### src/sv/kbs_pkg.sv
// ----------------------------------------------------------------------------
// Kinematic bicycle step package
// Shared constants, state encoding and the CORDIC arctangent table.
// ----------------------------------------------------------------------------
`default_nettype none

package kbs_pkg;

  localparam int CordicStepsDefault = 16;
  localparam int AtanLen = 24;

  localparam logic [31:0] GainQ30 = 32'd652032874;
  localparam logic [29:0] RadToBamQ16 = 30'd683565276;

  // Configuration register indexes.
  localparam logic [1:0] CfgMaxSteer = 2'd0;
  localparam logic [1:0] CfgMaxAccel = 2'd1;
  localparam logic [1:0] CfgMaxDecel = 2'd2;
  localparam logic [1:0] CfgWheelbase = 2'd3;

  typedef enum logic [4:0] {
    ST_IDLE,
    ST_CS_HEAD,      // CORDIC on the old heading
    ST_PROJ_X,       // vx*cos
    ST_PROJ_Y,       // vy*sin, sum and saturate
    ST_STEER_MUL,
    ST_ACC_MUL,
    ST_DV_MUL,
    ST_CS_BETA,      // CORDIC on steer+heading
    ST_VX_MUL,
    ST_VY_MUL,
    ST_PX_MUL,
    ST_PY_MUL,
    ST_CS_STEER,     // CORDIC on steer
    ST_D_MUL,
    ST_X_MUL,
    ST_K_MUL_LO,
    ST_K_MUL_HI,
    ST_DIV,
    ST_DONE
  } state_t;

  // Arctangent of 2^-i in units of 2^-32 turn.
  function automatic logic [31:0] atan_turn(input logic [4:0] idx);
    logic [31:0] r;
    begin
      case (idx)
        5'd0: r = 32'd536870912;
        5'd1: r = 32'd316933406;
        5'd2: r = 32'd167458907;
        5'd3: r = 32'd85004756;
        5'd4: r = 32'd42667331;
        5'd5: r = 32'd21354465;
        5'd6: r = 32'd10679838;
        5'd7: r = 32'd5340245;
        5'd8: r = 32'd2670163;
        5'd9: r = 32'd1335087;
        5'd10: r = 32'd667544;
        5'd11: r = 32'd333772;
        5'd12: r = 32'd166886;
        5'd13: r = 32'd83443;
        5'd14: r = 32'd41721;
        5'd15: r = 32'd20860;
        5'd16: r = 32'd10430;
        5'd17: r = 32'd5215;
        5'd18: r = 32'd2607;
        5'd19: r = 32'd1303;
        5'd20: r = 32'd651;
        5'd21: r = 32'd325;
        5'd22: r = 32'd162;
        5'd23: r = 32'd81;
        default: r = 32'd0;
      endcase
      return r;
    end
  endfunction

endpackage

`default_nettype wire

### src/sv/kbs_cordic.sv
// ----------------------------------------------------------------------------
// Kinematic bicycle CORDIC
// Iterative rotation-mode CORDIC, one micro-rotation per cycle, giving the
// cosine and sine of a 16-bit binary angle in Q2.30.
// ----------------------------------------------------------------------------
`default_nettype none

module kbs_cordic import kbs_pkg::*; #(
  parameter int CORDIC_STEPS = CordicStepsDefault
) (
  input  wire logic        clk,
  input  wire logic        rst,
  input  wire logic        start,
  input  wire logic [15:0] angle,
  output logic             done,
  output logic signed [33:0] cos_q30,
  output logic signed [33:0] sin_q30
);

  localparam int Steps = (CORDIC_STEPS < AtanLen) ? CORDIC_STEPS : AtanLen;

  logic               busy;
  logic [4:0]         step;
  logic signed [33:0] x;
  logic signed [33:0] y;
  logic signed [33:0] z;
  logic               flip;
  logic [31:0]        z32;
  logic               fold;

  assign z32  = {angle, 16'd0};
  assign fold = (z32 > 32'h4000_0000) && (z32 < 32'hC000_0000);

  // One micro-rotation per cycle, then a sign flip for the folded half turn.
  always_ff @(posedge clk) begin
    if (rst) begin
      busy <= 1'b0;
      done <= 1'b0;
      step <= '0;
    end else begin
      done <= 1'b0;
      if (start) begin
        busy <= 1'b1;
        step <= '0;
        x    <= 34'(signed'({1'b0, GainQ30}));
        y    <= '0;
        flip <= fold;
        z    <= 34'(signed'(fold ? (z32 - 32'h8000_0000) : z32));
      end else if (busy) begin
        if (step == 5'(Steps)) begin
          busy <= 1'b0;
          done <= 1'b1;
          if (flip) begin
            x <= -x;
            y <= -y;
          end
        end else begin
          if (!z[33]) begin
            x <= x - (y >>> step);
            y <= y + (x >>> step);
            z <= z - 34'(signed'({2'b00, atan_turn(step)}));
          end else begin
            x <= x + (y >>> step);
            y <= y - (x >>> step);
            z <= z + 34'(signed'({2'b00, atan_turn(step)}));
          end
          step <= step + 5'd1;
        end
      end
    end
  end

  assign cos_q30 = x;
  assign sin_q30 = y;

endmodule

`default_nettype wire

### config.mk
export PLATFORM = sky130hd
export DESIGN_NAME = kbs_cordic
export DESIGN_NICKNAME = d
export VERILOG_FILES = /design/src/sv/kbs_pkg.sv /design/src/sv/kbs_cordic.sv
export SDC_FILE = /design/constraint.sdc
export NUM_CORES = 1
export LEC_CHECK = 0
export ABC_CLOCK_PERIOD_IN_PS = 9000
export BUFFER_PORTS_ARGS = -buffer_cell sky130_fd_sc_hd__buf_2
export CAP_MARGIN = 15
export CORE_MARGIN = 4
export CORE_UTILIZATION = 23
export CTS_CLUSTER_DIAMETER = 40
export DETAILED_ROUTE_END_ITERATION = 6
export SLEW_MARGIN = 20
export SYNTH_ARGS = -nofsm -noshare
export SYNTH_HDL_FRONTEND = slang
export SYNTH_SLANG_ARGS = --single-unit
### constraint.sdc
create_clock -name clk -period 9 [get_ports clk]
set_input_delay 0.9 -clock clk [delete_from_list [all_inputs] [get_ports clk]]
set_output_delay 0.9 -clock clk [all_outputs]
set_load 0.01 [all_outputs]
==> results by group <==
Synth
  • Syn Nets: 2402
  • Synth Cell Area: 18690 um2
  • EDFF count, synth: 103
  • Syn Inst Count: 2267
  • Synth top area share: 16.55%
  • Post-synthesis sequential area ratio: between 20% and 30%
  • Synth Warn #: 0
  • Top_reg_cell synth: edfxtp_1
  • Syn avg cell area: 8.245 um2
  • Synth unique cells: 97
  • Asr flop ratio synth: 0%
  • Post-synth top area cell: edfxtp_1
  • Yosys reg bits: 140
  • Synth top area cells: edfxtp_1, ha_1, mux4_2

Detailed routing
  • 1st-pass router iterations: 6
  • Remaining DRCs: 0
  • Post-DRT Antenna Nets: 0
  • Via count: about 18000
  • WL final: 61520 um
  • Starting DRT DRC Count: 1470
  • DR vias/cell: about 5.3
  • Routed len/inst: 18.48 um

GRT
  • Largest net degree at the start of global routing: 109
  • GR Overflow Total: 0
  • Initial antenna violation count: 1
  • Total GRT Usage: 13.80%
  • Vias in the first global route: roughly 17000
  • Global-route wire length before repair: 95490 um

Clocking
  • Root Buffer: clkbuf_16
  • Hold_buf cts: 0
  • Resize count post-CTS: 0
  • CTS clk-pin slew, worst paths: 0.08 ns
  • CTS Buf Count: 17
  • H-tree levels: 4
  • Longest Clk Path Bufs: 2
  • Clk Latency, worst-skew pair: 0.48 ns
  • Post-CTS Setup Bufs: 0
  • CTS Sinks: 140
  • CTS tree: yes

Worst setup path
  • R2R Path Start: step[1]
  • Arrival @ worst endpoint: 7.19 ns
  • Setup crit end kind: flop
  • Worst Path Required: 9.33 ns
  • CP startpoint: step[1]
  • Crit start category: flop
  • FF-to-FF End: cos_q30[33]
  • Crit Path Class: flop to flop
  • Worst Setup EP: cos_q30[33]
  • R2R cell count: 21
  • Setup slack, reg-to-reg: 2.15 ns
  • Crit Path Max Fanout: a little under 50

Cells and area
  • Storage cell area: 3847 um2
  • Most common cell after layout, fill and taps aside: nor2_1
  • Most frequent cells in the layout: nor2_1, a21oi_1, nand2_1
  • Fillcell total: 8700
  • Footprint of the multi-input gates: 14030 um2
  • Layout cell share with drive strength beyond 1: 12.35%
  • Area Growth Syn to Fin: 10.34%
  • Final #Nets: around 2400
  • Fin cells: 3328

Place
  • Placed Cells: ~3300
  • Placer Congestion: 0.9381
  • Port bufs: slightly below 90
  • DP HPWL: 45850 um

Status
  • Status: complete, no violations

STA
  • Setup total negative slack: 0 ns
  • Fin crit share: 76.16%
  • RSZ-0062 raised after global routing: false
  • Rel. slew slack: between 20% and 30%
  • Final Setup Violations: 0
  • Final Hold Fails: 0
  • Period minus WS final: 6.855 ns
  • Max Transition Viols Final: 0
  • Skew final: 0.01863 ns
  • Slew of the pin with the lowest slew margin: 1.159 ns
  • Max Clock Freq: around 150 MHz

Min path
  • Hold WC Path Type: flop to flop

Die
  • Row count: 104
  • Core ar.: 80550 um2
  • Starting density of the core: 23.20%
  • Top-Level Pins: roughly 90
  • Die area: 85890 um2
  • Die Span Y: 293.1 um
  • Die width: ~300 um

Power and ir drop
  • Final Power: 7.510 mW
  • Pwr dens: 364.2 nW/um2
  • VDD IR max: 179.5 uV
  • Pleak: 7.815 nW

Run
  • Number of max-cap violations: 0
==> where the power goes <==
| part | switching [mW] | leakage [nW] | internal [mW] | total, mW |
|---|---|---|---|---|
| Combinational | 2.85 | 6.22 | 2.30 | 5.15 |
| Clock | 0.366 | 0.297 | 0.402 | 0.768 |
| Sequential | 0.590 | 1.30 | 1.00 | 1.59 |
==> cell type report <==
type | count | share of cell area (%)
inverter | 54 | 0.9828
clock inverter | 15 | 0.9464
tap | 1060 | 6.431
sequential | 140 | 18.66
clock buffer | 17 | 2.063
antenna | 1 | 0.01213
timing repair buffer | 104 | 2.900
multi-input combinational | 1937 | 68.01
==> metrics by stage <==
stage               instance area (um2)  worst slack, ns  hold slack, ns  util (%)
floorplan                         18690            1.788          0.5172         -
global placement                  19970            2.232          0.5906     24.80
detailed placement                20000            2.224          0.5809     24.83
CTS                               20620            2.175          0.5962     25.60
global route                      20620            1.403          0.6290     25.60
finish                            20620            2.145          0.5959     25.60
==> how the worst min path moves through the flow <==
| stage | startpoint | end | slack (ns) | cells after the start |
|---|---|---|---|---|
| after floorplan | busy | done | 0.52 | 1 |
| after global placement | busy | done | 0.59 | 1 |
| after detailed placement | busy | done | 0.58 | 1 |
| after CTS | busy | done | 0.60 | 1 |
| after global routing | busy | done | 0.63 | 1 |
| final | busy | done | 0.60 | 1 |
==> kinds of logic (layout without fill, tap and decap cells) <==
kind of cell | after synthesis | count (layout) | share of synthesized area, %
buf+inv | 190 | 190 | 4.579
other cells | 0 | 1 | 0
compound gates | 672 | 672 | 23.17
mux | 165 | 165 | 12.96
flops | 140 | 140 | 20.51
xor+xnor | 222 | 222 | 10.48
simple gates | 762 | 762 | 20.42
fa+ha+maj | 116 | 116 | 7.886
==> synth_stat cells (16+ instances only) <==
cell and count:
a211o_1 17, a211oi_1 55, a21o_1 46, a21oi_1 204
a31oi_1 32, and3_1 26, buf_2 26, clkbuf_1 79
dfxtp_1 37, edfxtp_1 103, ha_1 113, inv_1 50
mux2_2 45, mux2i_1 65, mux4_2 48, nand2_1 180
nand2b_1 36, nand3_1 30, nand4_1 16, nor2_1 254
nor2b_1 26, nor3_1 60, nor4_1 23, o211ai_1 22
o21a_1 16, o21ai_0 130, o21bai_1 20, o22ai_1 24
or3_1 20, xnor2_1 119, xor2_1 102
==> routing by layer <==
metal | share of wire (%) | up-vias | track usage (%)
met4 | 3.0 | 0 | 5.309
met3 | 7.4 | 90 | 2.789
li1 | - | 8495 | -
met5 | 0 | - | 0
met1 | 43 | 8484 | 17.80
met2 | 47 | 632 | 22.72
==> worst max-delay path, cell delays in order (launching register included) <==
cell and delay (ns):
dfxtp_4 0.73, buf_4 0.64, mux4_2 0.61, a22oi_1 0.18, o21ai_0 0.12, nor3_1 0.40
ha_1 0.31, and4_1 0.31, and2_1 0.24, a21oi_1 0.10, xor2_1 0.18, ha_1 0.36
and3_1 0.25, and3_1 0.18, a22oi_1 0.13, o21ai_0 0.22, a31oi_1 0.37, o21ai_0 0.23
o41ai_1 0.34, xnor3_1 0.43, mux2_2 0.26, nor2_1 0.08
Note: power is estimated with default switching activity, not from simulation.
